`src/ism_pkg.sv`:
```
// Shared types and constants for the interval set merge table.
// No dependencies; imported by ism_ctrl, the top level and the checker.
package ism_pkg;

	localparam int MAX_RANGES = 16;
	localparam int KEY_BITS   = 16;
	localparam int IDX_W      = $clog2(MAX_RANGES);
	localparam int CNT_W      = $clog2(MAX_RANGES + 1);
	localparam int NC_W       = CNT_W + 1;
	localparam int ENTRY_W    = 2 * KEY_BITS;

	localparam logic OP_QUERY  = 1'b0;
	localparam logic OP_INSERT = 1'b1;

	typedef logic [KEY_BITS-1:0] key_t;
	typedef logic [CNT_W-1:0]    cnt_t;
	typedef logic [IDX_W-1:0]    idx_t;

	typedef enum logic [1:0] {
		ST_OK    = 2'd0,
		ST_FULL  = 2'd1,
		ST_ORDER = 2'd2
	} status_t;

	typedef struct packed {
		key_t lo;
		key_t hi;
	} entry_t;

	typedef struct packed {
		logic    covered;
		status_t status;
		cnt_t    range_count;
	} result_t;

endpackage

```
`src/ism_ram.sv`:
```
// Generic single-port-write, single-port-read synchronous RAM.
// Read data is registered. No dependencies.
module ism_ram #(
	parameter int DEPTH = 16,
	parameter int WIDTH = 32
) (
	input  logic                     clk,
	input  logic                     wr_en,
	input  logic [$clog2(DEPTH)-1:0] wr_addr,
	input  logic [WIDTH-1:0]         wr_data,
	input  logic                     rd_en,
	input  logic [$clog2(DEPTH)-1:0] rd_addr,
	output logic [WIDTH-1:0]         rd_data
);

	logic [WIDTH-1:0] mem [DEPTH];

	always_ff @(posedge clk) begin
		if (wr_en) begin
			mem[wr_addr] <= wr_data;
		end
		if (rd_en) begin
			rd_data <= mem[rd_addr];
		end
	end

endmodule

```
`src/ism_ctrl.sv`:
```
// Sequencer for the interval set merge table: scans, merges and moves entries.
// Depends on ism_pkg; drives the range RAM through its read and write ports.
module ism_ctrl (
	input  logic                  clk,
	input  logic                  arst_n,
	input  logic                  in_valid,
	output logic                  in_ready,
	input  logic                  operation,
	input  ism_pkg::key_t         query_key,
	input  ism_pkg::key_t         range_start,
	input  ism_pkg::key_t         range_end,
	output logic                  res_valid,
	output ism_pkg::result_t      res,
	input  logic                  res_take,
	output logic                  rd_en,
	output ism_pkg::idx_t         rd_addr,
	input  ism_pkg::entry_t       rd_data,
	output logic                  wr_en,
	output ism_pkg::idx_t         wr_addr,
	output ism_pkg::entry_t       wr_data
);
	import ism_pkg::*;

	typedef enum logic [1:0] {
		S_IDLE,
		S_SCAN,
		S_MOVE,
		S_RESULT
	} state_t;

	state_t  state_q;
	cnt_t    count_q;
	logic    ins_q;
	key_t    s_q;
	key_t    e_q;
	cnt_t    idx_q;
	cnt_t    first_q;
	logic    found_q;
	cnt_t    rd_ptr_q;
	cnt_t    wr_ptr_q;
	cnt_t    mv_left_q;
	logic    up_q;
	logic    wnew_q;
	logic    cov_q;
	status_t stat_q;
	cnt_t    rcnt_q;
	logic    wv_s1;
	idx_t    wa_s1;

	// scan evaluation
	logic     at_end;
	logic     scan_done;
	logic     scan_adv;
	logic     scan_merge;
	logic     scan_found;
	logic     q_cov;
	cnt_t     first_f;
	cnt_t     last_f;
	cnt_t     idx_nx;
	logic [NC_W-1:0] newcnt;
	cnt_t     merged;
	logic     move_end;

	assign at_end = (idx_q >= count_q);
	assign idx_nx = idx_q + cnt_t'(1);

	always_comb begin
		scan_done  = 1'b0;
		scan_adv   = 1'b0;
		scan_merge = 1'b0;
		scan_found = 1'b0;
		q_cov      = 1'b0;
		first_f    = first_q;
		last_f     = idx_q;
		if (!ins_q) begin
			if (at_end) begin
				scan_done = 1'b1;
			end else if (rd_data.hi >= s_q) begin
				scan_done = 1'b1;
				q_cov     = (s_q >= rd_data.lo);
			end else begin
				scan_adv = 1'b1;
			end
		end else begin
			if (at_end) begin
				scan_done = 1'b1;
				first_f   = found_q ? first_q : idx_q;
			end else if (!found_q) begin
				if (rd_data.hi < s_q) begin
					scan_adv = 1'b1;
				end else if (rd_data.lo <= e_q) begin
					scan_adv   = 1'b1;
					scan_merge = 1'b1;
					scan_found = 1'b1;
				end else begin
					scan_done = 1'b1;
					first_f   = idx_q;
				end
			end else begin
				if (rd_data.lo <= e_q) begin
					scan_adv   = 1'b1;
					scan_merge = 1'b1;
				end else begin
					scan_done = 1'b1;
				end
			end
		end
	end

	assign merged = last_f - first_f;
	assign newcnt = {1'b0, count_q} - {1'b0, merged} + NC_W'(1);
	assign move_end = (mv_left_q == '0) && !wv_s1;

	always_comb begin
		rd_en   = 1'b0;
		rd_addr = '0;
		case (state_q)
			S_IDLE: begin
				rd_en   = in_valid;
				rd_addr = '0;
			end
			S_SCAN: begin
				rd_en   = scan_adv;
				rd_addr = idx_nx[IDX_W-1:0];
			end
			S_MOVE: begin
				rd_en   = (mv_left_q != '0);
				rd_addr = rd_ptr_q[IDX_W-1:0];
			end
			default: begin
				rd_en   = 1'b0;
				rd_addr = '0;
			end
		endcase
	end

	always_comb begin
		if (state_q == S_MOVE) begin
			wr_en   = wv_s1;
			wr_addr = wa_s1;
			wr_data = rd_data;
		end else begin
			wr_en   = (state_q == S_RESULT) && wnew_q && res_take;
			wr_addr = first_q[IDX_W-1:0];
			wr_data = '{lo: s_q, hi: e_q};
		end
	end

	assign in_ready          = (state_q == S_IDLE);
	assign res_valid         = (state_q == S_RESULT);
	assign res.covered       = cov_q;
	assign res.status        = stat_q;
	assign res.range_count   = rcnt_q;

	always_ff @(posedge clk or negedge arst_n) begin
		if (!arst_n) begin
			state_q <= S_IDLE;
			count_q <= '0;
			wv_s1   <= 1'b0;
			wnew_q  <= 1'b0;
		end else begin
			// write back the entry read in the previous move cycle
			wv_s1 <= (state_q == S_MOVE) && (mv_left_q != '0);
			case (state_q)
				S_IDLE: begin
					if (in_valid) begin
						ins_q   <= (operation == OP_INSERT);
						idx_q   <= '0;
						found_q <= 1'b0;
						first_q <= '0;
						cov_q   <= 1'b0;
						stat_q  <= (operation == OP_INSERT && range_start > range_end) ?
							ST_ORDER : ST_OK;
						rcnt_q  <= count_q;
						wnew_q  <= 1'b0;
						if (operation == OP_INSERT) begin
							s_q <= range_start;
							e_q <= range_end;
							if (range_start > range_end) begin
								state_q <= S_RESULT;
							end else begin
								state_q <= S_SCAN;
							end
						end else begin
							s_q     <= query_key;
							state_q <= S_SCAN;
						end
					end
				end
				S_SCAN: begin
					if (scan_merge) begin
						if (rd_data.lo < s_q) begin
							s_q <= rd_data.lo;
						end
						if (rd_data.hi > e_q) begin
							e_q <= rd_data.hi;
						end
					end
					if (scan_found) begin
						found_q <= 1'b1;
						first_q <= idx_q;
					end
					if (scan_adv) begin
						idx_q <= idx_nx;
					end
					if (scan_done) begin
						first_q <= first_f;
						if (!ins_q) begin
							cov_q   <= q_cov;
							state_q <= S_RESULT;
						end else if (newcnt > NC_W'(MAX_RANGES)) begin
							stat_q  <= ST_FULL;
							state_q <= S_RESULT;
						end else begin
							rcnt_q    <= newcnt[CNT_W-1:0];
							mv_left_q <= count_q - last_f;
							up_q      <= (merged != '0);
							if (merged == '0) begin
								// open a slot: copy the tail upward, top entry first
								rd_ptr_q <= count_q - cnt_t'(1);
								wr_ptr_q <= count_q;
							end else begin
								// close the gap: copy the tail downward, lowest first
								rd_ptr_q <= last_f;
								wr_ptr_q <= first_f + cnt_t'(1);
							end
							state_q <= S_MOVE;
						end
					end
				end
				S_MOVE: begin
					if (mv_left_q != '0) begin
						mv_left_q <= mv_left_q - cnt_t'(1);
						wa_s1     <= wr_ptr_q[IDX_W-1:0];
						if (up_q) begin
							rd_ptr_q <= rd_ptr_q + cnt_t'(1);
							wr_ptr_q <= wr_ptr_q + cnt_t'(1);
						end else begin
							rd_ptr_q <= rd_ptr_q - cnt_t'(1);
							wr_ptr_q <= wr_ptr_q - cnt_t'(1);
						end
					end
					if (move_end) begin
						wnew_q  <= 1'b1;
						state_q <= S_RESULT;
					end
				end
				S_RESULT: begin
					if (res_take) begin
						count_q <= rcnt_q;
						wnew_q  <= 1'b0;
						state_q <= S_IDLE;
					end
				end
				default: begin
					state_q <= S_IDLE;
				end
			endcase
		end
	end

endmodule

```
`src/interval_set_merge_table_top.sv`:
```
// Interval set merge table: one item in, one result out per transfer.
// A query scans the ranges in order until one ends at or above the key; an
// insert scans, merges the ranges it overlaps and moves the table tail, with
// one RAM read and one write per cycle. A new item is taken in the cycle after
// the result is passed to the output register. Reset empties the table.
module interval_set_merge_table_top (
	input  logic          clk,
	input  logic          arst_n,
	input  logic          in_valid,
	output logic          in_stall,
	input  logic          operation,
	input  ism_pkg::key_t query_key,
	input  ism_pkg::key_t range_start,
	input  ism_pkg::key_t range_end,
	output logic          out_valid,
	input  logic          out_stall,
	output logic          covered,
	output logic [1:0]    status,
	output ism_pkg::cnt_t range_count
);
	import ism_pkg::*;

	logic    in_ready;
	logic    res_valid;
	result_t res;
	logic    res_take;
	logic    rd_en;
	idx_t    rd_addr;
	entry_t  rd_data;
	logic    wr_en;
	idx_t    wr_addr;
	entry_t  wr_data;
	logic    out_valid_q;
	result_t out_q;

	assign in_stall = !in_ready;
	assign res_take = res_valid && (!out_valid_q || !out_stall);

	ism_ctrl u_ctrl (
		.clk         (clk),
		.arst_n      (arst_n),
		.in_valid    (in_valid),
		.in_ready    (in_ready),
		.operation   (operation),
		.query_key   (query_key),
		.range_start (range_start),
		.range_end   (range_end),
		.res_valid   (res_valid),
		.res         (res),
		.res_take    (res_take),
		.rd_en       (rd_en),
		.rd_addr     (rd_addr),
		.rd_data     (rd_data),
		.wr_en       (wr_en),
		.wr_addr     (wr_addr),
		.wr_data     (wr_data)
	);

	ism_ram #(
		.DEPTH (MAX_RANGES),
		.WIDTH (ENTRY_W)
	) u_ram (
		.clk     (clk),
		.wr_en   (wr_en),
		.wr_addr (wr_addr),
		.wr_data (wr_data),
		.rd_en   (rd_en),
		.rd_addr (rd_addr),
		.rd_data (rd_data)
	);

	// output register: hold until the transfer completes
	always_ff @(posedge clk or negedge arst_n) begin
		if (!arst_n) begin
			out_valid_q <= 1'b0;
		end else if (res_take) begin
			out_valid_q <= 1'b1;
		end else if (!out_stall) begin
			out_valid_q <= 1'b0;
		end
	end

	always_ff @(posedge clk) begin
		if (res_take) begin
			out_q <= res;
		end
	end

	assign out_valid   = out_valid_q;
	assign covered     = out_q.covered;
	assign status      = out_q.status;
	assign range_count = out_q.range_count;

endmodule

```
`config.mk`:
```
export PLATFORM = sky130hd
export DESIGN_NAME = interval_set_merge_table_top
export DESIGN_NICKNAME = d
export VERILOG_FILES = /design/src/ism_pkg.sv /design/src/ism_ram.sv /design/src/ism_ctrl.sv /design/src/interval_set_merge_table_top.sv
export SDC_FILE = /design/constraint.sdc
export NUM_CORES = 1
export LEC_CHECK = 0
export BUFFER_PORTS_ARGS = -buffer_cell sky130_fd_sc_hd__buf_2
export CAP_MARGIN = 5
export CORE_ASPECT_RATIO = 0.75
export CORE_MARGIN = 2
export CORE_UTILIZATION = 50
export DETAILED_ROUTE_END_ITERATION = 8
export PLACE_DENSITY = 0.7
export SYNTH_ARGS = -nofsm -noshare
export SYNTH_HDL_FRONTEND = slang
export SYNTH_SLANG_ARGS = --single-unit
```
`constraint.sdc`:
```
create_clock -name clk -period 5.39 [get_ports clk]
set_input_delay 0.8085 -clock clk [delete_from_list [all_inputs] [get_ports clk]]
set_output_delay 0.8085 -clock clk [all_outputs]
set_load 0.005 [all_outputs]
```
# Word level (Yosys, flattened, before mapping)
# Memory sizes are Yosys's and may differ from the RTL's. A register that Yosys moved wholly into a read port is not among the register bits.
# Index checks and enable logic that the tools add are counted.
[word_totals]
rom_bits = 0
latch_bits = 0
mem_count = 1
ramBits = 512
register_bits = 90
[op_classes]
mul = 0
bitwise = 1
div_mod_pow = 0
eq_ne = 20
n_reduce_logical = 34
order_cmp = 9
shift = 0
n_mux = 102
n_addsub = 12
[memory_table]
columns = ["memory", "words", "word_bits", "read_ports", "rd_ports_with_merged_regs", "write_ports", "line_no", "source"]
rows = [
  ["u_ram.mem", 16, 32, 1, 1, 1, "ism_ram.sv:16", "logic [WIDTH-1:0] mem [DEPTH];"],
]
[op_table]
columns = ["op", "count"]
rows = [
  ["$mux 5", 30],
  ["$mux 16", 8],
  ["$pmux 16 s2", 2],
  ["$pmux 5 s2", 6],
  ["$mux 1", 35],
  ["$ge 16x16->1", 2],
  ["$gt 16x16->1", 2],
  ["$lt 16x16->1", 2],
  ["$mux 32", 1],
  ["$mux 2", 12],
  ["$reduce_and 6->1", 4],
  ["$ne 2x1->1 const B", 11],
  ["$add 5x1->5 const B", 4],
  ["$reduce_and 4->1", 5],
  ["$sub 5x1->5 const B", 4],
  ["$le 16x16->1", 1],
  ["$reduce_and 5->1", 3],
  ["$logic_not 5->1", 2],
  ["$ne 2x2->1 const B", 5],
  ["$reduce_bool 5->1", 2],
  ["$sub 5x5->5", 2],
  ["$pmux 2 s4", 1],
  ["$pmux 4 s2", 1],
  ["$add 6x1->6 const B", 1],
  ["other kinds (19)", 32],
]

# Depth between registers and ports, before layout
# Gate-level depths: netlist (run 1).
[depth]
depth_word = 14
depth_mapped = 23

# Cells and area by module
# Synthesis (run 1) repeated with hierarchy kept, for this count alone.
[hier_totals]
cells_unflattened = 1608
area_unflattened_um2 = 27452.6
[by_module_without_submodules]
columns = ["module", "area_each_um2", "seq_area_each_um2", "cells_per_inst", "n_inst"]
rows = [
  ["ism_ram", 20155.6, 16335.7, 838, 1],
  ["ism_ctrl", 7009.2, 2327.2, 758, 1],
  ["interval_set_merge_table_top", 287.8, 265.3, 12, 1],
]

# Worst setup path before layout (run 1)
# No wires, ideal clock.
[synth_timing]
path_kind = "register to register"
from = "reg u_ctrl.idx_q[1]"
to = "reg u_ctrl.mv_left_q[0] (enable)"
path_stages_with_launch = 23
t_arrival_ns = 5.320
synth_period_minus_slack_ns = 5.703
setup_slack_ns = -0.313
cell_sequence = "edfxtp_1 -> inv_1 -> ha_1 -> nor2b_1 -> o21ai_1 -> a21boi_0 -> o31ai_4 -> a22oi_1 -> clkbuf_1 -> o21ai_0 -> ha_1 -> fa_1 -> inv_1 -> ha_1 -> inv_1 -> ha_1 -> fa_1 -> a21o_1 -> a21oi_1 -> xnor2_1 -> nand3_1 -> o21a_1 -> nor2_1"
[synth_via]
elab_chain_len = 11
[synth_lines]
columns = ["element", "line_no", "source"]
rows = [
  ["from (decl)", "ism_ctrl.sv:36", "cnt_t idx_q;"],
  ["from (signal assigned)", "ism_ctrl.sv:204", "idx_q <= idx_nx;"],
  ["branches (longest 10 deep; another with $sub 5x5->6)", "n/a", ""],
  ["$reduce_and 6->1 (no line) (*)", "n/a", ""],
  ["to (signal assigned)", "ism_ctrl.sv:216", "mv_left_q <= count_q - last_f;"],
  ["to (signal assigned)", "ism_ctrl.sv:233", "mv_left_q <= mv_left_q - cnt_t'(1);"],
  ["to (decl)", "ism_ctrl.sv:41", "cnt_t mv_left_q;"],
]
# Mark *: on every way between the ends.
# A chain may end at the register's enable or synchronous reset.

# Worst setup path in the final report (run 1)
[layout_timing]
from = "reg u_ram.rd_data[27] (read register of u_ram.mem)"
to = "reg u_ctrl.rd_ptr_q[1] (enable)"
[layout_via]
elab_chain_len = 12
[layout_lines]
columns = ["element", "line_no", "source"]
rows = [
  ["from (decl)", "ism_ram.sv:13", "output logic [WIDTH-1:0] rd_data"],
  ["$le 16x16->1 (*)", "ism_ctrl.sv:91, ism_ctrl.sv:100", ""],
  ["$mux 5", "ism_ctrl.sv:91", "end else if (rd_data.lo <= e_q) begin"],
  ["$mux 5", "ism_ctrl.sv:89", "if (rd_data.hi < s_q) begin"],
  ["$mux 5", "ism_ctrl.sv:88", "end else if (!found_q) begin"],
  ["$mux 5", "ism_ctrl.sv:85", "if (at_end) begin"],
  ["$mux 5", "ism_ctrl.sv:75", "if (!ins_q) begin"],
  ["$sub 5x5->5", "ism_ctrl.sv:110", "assign merged = last_f - first_f;"],
  ["$sub 5x5->6", "ism_ctrl.sv:111", "assign newcnt = {1'b0, count_q} - {1'b0, merged} + NC_W'(1);"],
  ["$add 6x1->6", "ism_ctrl.sv:111", ""],
  ["$gt 6x5->1", "ism_ctrl.sv:211", "end else if (newcnt > NC_W'(MAX_RANGES)) begin"],
  ["$ne 2x2->1 (no line)", "n/a", ""],
  ["$reduce_and 6->1 (no line) (*)", "n/a", ""],
  ["to (signal assigned)", "ism_ctrl.sv:220", "rd_ptr_q <= count_q - cnt_t'(1);"],
  ["to (signal assigned)", "ism_ctrl.sv:224", "rd_ptr_q <= last_f;"],
  ["to (signal assigned)", "ism_ctrl.sv:236", "rd_ptr_q <= rd_ptr_q + cnt_t'(1);"],
  ["to (decl)", "ism_ctrl.sv:39", "cnt_t rd_ptr_q;"],
]
# Every way passes the cells marked *; elsewhere a longest branch is shown, timed or not.

==> results.sh, run 1 <==
export IMPL_rr_worst_depth=22
export IMPL_placedCellCount=2977
export IMPL_yosysTopAreaCellShare_pct=64.6
export IMPL_p_leak_nw=11.7
export IMPL_irDropWorstVdd_uv=797
export IMPL_synth_flop_cell="edfxtp_1"
export IMPL_final_layout_size_suffix_gt1_share_pct=15.1
export IMPL_area_growth_pct=13.7
export IMPL_async_flop_share_pct=1.58
export IMPL_final_common_cell="edfxtp_1"
export IMPL_grt_overflow_total=0
export IMPL_crit_path_max_incr_delay_ps=490
export IMPL_yosys_warnings=0
export IMPL_power_density_nw_per_um2=633
export IMPL_n_antenna_cell=0
export IMPL_multi_input_area_sq_um=9370
export IMPL_tightestPinTransition_ps=1280
export IMPL_setup_viol=0
export IMPL_post_place_ws_ps=-39.7
export IMPL_insertion_delay_ps=610
export IMPL_max_freq_mhz=191
export IMPL_synth_compound_area_share_pct=13.4
export IMPL_clockBufferDepth=3
export IMPL_synth_top_family_by_area="compound AO/OA/AOI/OAI gates"
export IMPL_place_hpwl_microns=44500
export IMPL_crit_path_cell_trace="ha_1, nand4_1, nor2_1, a221o_1, o31a_4, a22oi_2, buf_6, o21ai_2, ha_2, fa_1, inv_1, ha_1, inv_1, ha_2, fa_2, a21o_1, a21oi_2, xnor2_1, nand3_1, o21a_1, nor2_4, clkbuf_16"
export IMPL_track_usage_pct=24.2
export IMPL_synthMuxAreaShare_pct=3.59
export IMPL_syn_area_sq_um=28900
export IMPL_period_share_pct=97.3
export IMPL_routed_via_density=6.01
export IMPL_nFillCells=4550
export IMPL_ctsHoldBuffers=0
export IMPL_slew_headroom_pct=14.3
export IMPL_status="finished clean"
export IMPL_cp_required_ps=5710
export IMPL_reg2reg_to="u_ctrl.rd_ptr_q[1]"
export IMPL_use_met2_pct=37.3
export IMPL_htreeDepth=2
export IMPL_grt_max_degree=163
export IMPL_cp_slowest_cell="fa_1"
export IMPL_synthCells=2153
export IMPL_initial_core_util_pct=50.5
export IMPL_cap_viol_max_count=0
export IMPL_min_period_ps=5240
export IMPL_worst_setup_path_start_kind="register"
export IMPL_cts_buffers=58
export IMPL_syn_num_nets=2322
export IMPL_clk_pin_slew_worst_paths_ps=60
export IMPL_core_sq_um=57200
export IMPL_maxSlewViolCount=0
export IMPL_hp_class="primary input to asynchronous set/reset pin"
export IMPL_crit_start="u_ram.rd_data[27]"
export IMPL_cts_tree="done"
export IMPL_synthAdderAreaFrac_pct=5.15
export IMPL_syn_mean_instance_area_sq_um=13.4
export IMPL_met3_usage_pct=3.92
export IMPL_die_width_microns=282
export IMPL_rr_startpoint="u_ram.rd_data[27]"
export IMPL_synth_distinct_cells=64
export IMPL_post_drt_wl_per_cell_microns=23.5
export IMPL_final_cell_area_sq_um=32900
export IMPL_synth_top_area_cell="edfxtp_1"
export IMPL_die_h_microns=212
export IMPL_worst_slack_ps=148
export IMPL_final_cell_mix="edfxtp_1, o21ai_0, a211oi_1"
export IMPL_ys_seq_elements=632
export IMPL_synth_xor_area_share_pct=0.783
export IMPL_top_usage_layer="met2"
export IMPL_clock_skew_ps=15.1
export IMPL_firstDrtPassIters=6
export IMPL_synth_simple_area_share_pct=8.29
export IMPL_synth_edf_count=622
export IMPL_vias=18600
export IMPL_critical_path_class="register to register"
export IMPL_grt_antenna_before_repair=1
export IMPL_drc=0
export IMPL_rows=76
export IMPL_cts_root_buffer="clkbuf_16"
export IMPL_ys_top_cells_by_area="edfxtp_1, ha_1, a211oi_1"
export IMPL_die_area_sq_um=59800
export IMPL_grt_pass1_wl_microns=109000
export IMPL_r2r_slack_ps=150
export IMPL_seq_area_sq_um=18900
export IMPL_grt_pass1_vias=17900
export IMPL_drt_wl_total_microns=72800
export IMPL_worstPathArrival_ps=5570
export IMPL_final_nets=2435
export IMPL_seq_area_frac_synth_pct=65.5
export IMPL_gp_congestion=0.910
export IMPL_stdcell_count=3094
export IMPL_fin_setup_tns_ps=0
export IMPL_crit_path_end_kind="register"
export IMPL_drtAntennaViolNets=0
export IMPL_io_pin_count=63
export IMPL_place_area_sq_um=30900
export IMPL_hold_viol=0
export IMPL_cts_num_sinks=632
export IMPL_grtUsageMet1_pct=35.5
export IMPL_drt_iter0_markers=1990
export IMPL_numPortBuffers=62
export IMPL_cp_max_fo=6
export IMPL_endpoint="u_ctrl.rd_ptr_q[1]"
[cell families (layout without fill, tap and decap cells)]
logic type | count (synthesis) | in the layout
DFF | 632 | 632
xor gates and xnor gates | 25 | 25
AOI/OAI and AO/OA | 618 | 618
buffers and inverters | 242 | 403
adders and majority gates | 116 | 116
and+or+nand+nor | 422 | 422
muxes | 98 | 98
[Yosys cell counts, types with 8 or more instances]
master,number
nand4_1,14
inv_1,95
buf_2,8
mux2i_1,83
a21oi_1,102
a211oi_1,162
and3_1,64
o21ai_0,219
a21o_1,17
buf_1,10
nand2_1,106
mux2_2,11
nor3_1,8
o21a_1,9
xnor2_1,17
nand3b_1,131
nand3_1,18
ha_1,111
dfrtp_1,10
edfxtp_1,622
nor2b_1,13
clkbuf_1,126
nor2_1,49
o211ai_1,67
[how the worst min path moves through the flow]
stage | to | slack, ps
finish | u_ctrl.count_q[3] | 100
global route | u_ctrl.count_q[3] | 100
CTS | u_ctrl.count_q[3] | 80
detailed placement | status[1] | 410
global placement | status[0] | 400
floorplan | covered | 400
[per-layer routing]
metal,wire length (microns),up-vias
met3,5410,115
met5,12,-
met4,2090,2
li1,-,8557
met1,32200,9221
met2,33100,700
[area by class of cell]
type	instances	share of cell area (%)
Sequential cell	632	57.6
Multi-Input combinational cell	1279	28.5
Clock buffer	73	4.65
Timing Repair Buffer	199	4.44
Tap cell	780	2.97
Inverter	96	1.12
Clock inverter	35	0.746
[stage by stage]
stage | total power [mW] | hold WS [ps] | util (%)
2_1_floorplan | 13.0 | 400 | -
3_3_place_gp | 16.3 | 404 | 54.0
3_5_place_dp | 16.6 | 409 | 54.0
4_1_cts | 20.5 | 83.9 | 57.1
5_1_grt | 22.0 | 99.7 | 57.4
6_report | 20.8 | 101 | 57.4
[power breakdown]
part | switching (mW) | internal (mW) | total (mW)
Combinational | 6.27 | 3.50 | 9.76
Sequential | 0.290 | 6.84 | 7.13
Clock | 1.78 | 2.15 | 3.93
Total | 8.34 | 12.5 | 20.8
[worst max-delay path, delay by kind of cell (launching register included)]
kind	cells	cell delay (ps)
buffers and inverters	4	430
and+or+nand+nor	4	650
adders and majority gates	6	1820
xor gates and xnor gates	1	160
DFF	1	390
AOI/OAI and AO/OA	7	1490
[flip-flops by register name, indices dropped and copies added, names as in the netlist]
signal / flops
covered: 1
out_valid: 1
range_count: 5
status: 2
u_ctrl.count_q: 5
u_ctrl.cov_q: 1
u_ctrl.e_q: 16
u_ctrl.first_q: 5
u_ctrl.found_q: 1
u_ctrl.idx_q: 5
u_ctrl.ins_q: 1
u_ctrl.mv_left_q: 5
u_ctrl.rcnt_q: 5
u_ctrl.rd_ptr_q: 4
u_ctrl.s_q: 16
u_ctrl.stat_q: 2
u_ctrl.state_q: 2
u_ctrl.up_q: 1
u_ctrl.wa_s1: 4
u_ctrl.wnew_q: 1
u_ctrl.wr_ptr_q: 4
u_ctrl.wv_s1: 1
u_ram.mem: 512
u_ram.rd_data: 32
[repair_timing]
action,CTS,global route
buffers inserted,2,7
setup endpoints to repair,18,22
gates resized for setup,3,21
gates cloned,0,1
pin swaps,3,13
Note: power is estimated with default switching activity, not from simulation.
==> inputs of run 2 (changes only) <==
--- a/config.mk
+++ b/config.mk
@@ -9,9 +9,9 @@
 export CAP_MARGIN = 5
 export CORE_ASPECT_RATIO = 0.75
 export CORE_MARGIN = 2
-export CORE_UTILIZATION = 50
+export CORE_UTILIZATION = 57
 export DETAILED_ROUTE_END_ITERATION = 8
-export PLACE_DENSITY = 0.7
+export PLACE_DENSITY = 0.78
 export SYNTH_ARGS = -nofsm -noshare
 export SYNTH_HDL_FRONTEND = slang
 export SYNTH_SLANG_ARGS = --single-unit
==> results.sh, run 2 (synthesized netlist as in run 1, its figures left out) <==
export IMPL_status="finished clean"
export IMPL_slew_headroom_pct=22.9
export IMPL_clockBufferDepth=3
export IMPL_p_leak_nw=11.7
export IMPL_cts_tree="done"
export IMPL_routed_via_density=6.47
export IMPL_largest_reg_flops=512
export IMPL_die_width_microns=264
export IMPL_numPortBuffers=62
export IMPL_n_antenna_cell=0
export IMPL_setup_viol=0
export IMPL_power_mw=20.9
export IMPL_cts_num_sinks=632
export IMPL_grt_antenna_before_repair=2
export IMPL_nFillCells=3473
export IMPL_min_period_ps=5310
export IMPL_gp_congestion=0.895
export IMPL_critical_path_class="register to register"
export IMPL_cts_root_buffer="clkbuf_16"
export IMPL_top_register="u_ram.mem"
export IMPL_hp_class="primary input to asynchronous set/reset pin"
export IMPL_grt_pass1_wl_microns=112000
export IMPL_insertion_delay_ps=620
export IMPL_post_drt_wl_per_cell_microns=25.0
export IMPL_grt_overflow_total=0
export IMPL_maxSlewViolCount=0
export IMPL_post_place_ws_ps=-134
export IMPL_vias=19200
export IMPL_worst_setup_path_start_kind="register"
export IMPL_final_cell_mix="edfxtp_1, o21ai_0, a211oi_1"
export IMPL_max_freq_mhz=188
export IMPL_crit_path_end_kind="register"
export IMPL_rows=71
export IMPL_top_regs="u_ram.mem x512, u_ram.rd_data x32"
export IMPL_tightestPinTransition_ps=1150
export IMPL_core_sq_um=50100
export IMPL_period_share_pct=98.5
export IMPL_grt_pass1_vias=18600
export IMPL_track_usage_pct=28.0
export IMPL_power_density_nw_per_um2=637
export IMPL_worst_slack_ps=79.3
export IMPL_die_area_sq_um=52600
export IMPL_io_pin_count=63
export IMPL_clk_pin_slew_worst_paths_ps=60
export IMPL_die_h_microns=199
export IMPL_final_nets=2438
export IMPL_initial_core_util_pct=57.7
export IMPL_worstPathArrival_ps=5640
export IMPL_cp_required_ps=5720
export IMPL_irDropWorstVdd_uv=483
export IMPL_final_common_cell="edfxtp_1"
export IMPL_firstDrtPassIters=6
export IMPL_final_layout_size_suffix_gt1_share_pct=15.9
export IMPL_clock_skew_ps=28.1
export IMPL_stdcell_count=2969
export IMPL_place_hpwl_microns=43800
export IMPL_htreeDepth=2
export IMPL_drt_iter0_markers=2447
export IMPL_drtAntennaViolNets=0
export IMPL_hold_viol=0
export IMPL_cp_max_fo=7
export IMPL_drt_wl_total_microns=74300
export IMPL_cts_buffers=57
export IMPL_placedCellCount=2846
export IMPL_grt_max_degree=127
export IMPL_fin_setup_tns_ps=0
export IMPL_area_growth_pct=13.5
export IMPL_drc=0
export IMPL_cap_viol_max_count=0
==> run 2: cell count changes in the layout (fill, tap and decap cells not counted), sizes merged <==
cell      delta
bufinv       +1
clkinv       -4
clkbuf       -6
buf          +4
clkinvlp     +2
inv          +1
==> run 2: repair_timing <==
| item | 4_1_cts | 5_1_grt |
|---|---|---|
| setup endpoints to repair | 18 | 22 |
| resized for setup | 1 | 33 |
| pin swaps | 6 | 22 |
| hold buffers | 0 | 0 |
| buffers inserted | 6 | 14 |
| gates cloned | 0 | 1 |
==> run 2: critical path, stage by stage, from the launching register on <==
cell,delay (ps)
edfxtp_1,390
ha_1,310
nand4_1,110
buf_6,120
nor2_2,40
a221o_1,380
o31a_4,390
a22oi_2,180
buf_6,150
buf_4,130
mux2i_4,260
ha_2,350
a21o_1,190
a21oi_2,180
xnor2_2,170
ha_1,290
ha_1,340
a21oi_2,160
xnor2_1,150
nand3_1,130
o21a_1,240
nor2_4,180
clkbuf_16,180
==> run 2: layout make-up <==
class | instances | area, sq um | area share, %
tap | 657 | 822 | 2.51
clock inverter | 35 | 304 | 0.927
multi-input combinational | 1279 | 9410 | 28.7
inverter | 96 | 368 | 1.12
clock buffer | 67 | 1460 | 4.46
timing repair buffer | 203 | 1510 | 4.59
sequential | 632 | 18900 | 57.7
==> run 2: path summary, 6_finish.rpt <==
check | to | slack [ps] | start | cells after the start
min in group clk | covered | 420 | u_ctrl.cov_q | 0
worst max-delay path | u_ctrl.mv_left_q[3] | 80 | u_ram.rd_data[24] | 22
max in group asynchronous | out_valid | 5070 | arst_n | 1
worst min register to register | covered | 420 | u_ctrl.cov_q | 0
worst max register to register | u_ctrl.mv_left_q[3] | 80 | u_ram.rd_data[24] | 22
worst min-delay path | u_ctrl.wv_s1 | 90 | arst_n | 1
==> run 2: power breakdown <==
group,leakage (nW),switching [mW],total (mW),internal (mW)
clock network,0.863,1.79,3.93,2.13
registers,5.75,0.282,7.11,6.83
logic,5.05,6.40,9.84,3.44
total,11.7,8.48,20.9,12.4
==> run 2: per-layer routing <==
| layer | GRT usage (%) | part of all wire, % | vias to the layer above |
|---|---|---|---|
| met4 | 7.30 | 2.5 | 4 |
| met2 | 45.1 | 47 | 907 |
| li1 | - | - | 8562 |
| met3 | 4.90 | 8.9 | 139 |
| met5 | 0 | 0.038 | - |
| met1 | 39.9 | 41 | 9585 |
==> run 2: stage by stage <==
step	cell area [sq um]	utilization, %	hold WS [ps]
after floorplan	28900	-	400
after global placement	30700	61.3	401
after detailed placement	30700	61.3	405
after CTS	32500	64.9	77.4
after global routing	32800	65.5	98.6
final	32800	65.5	87.2
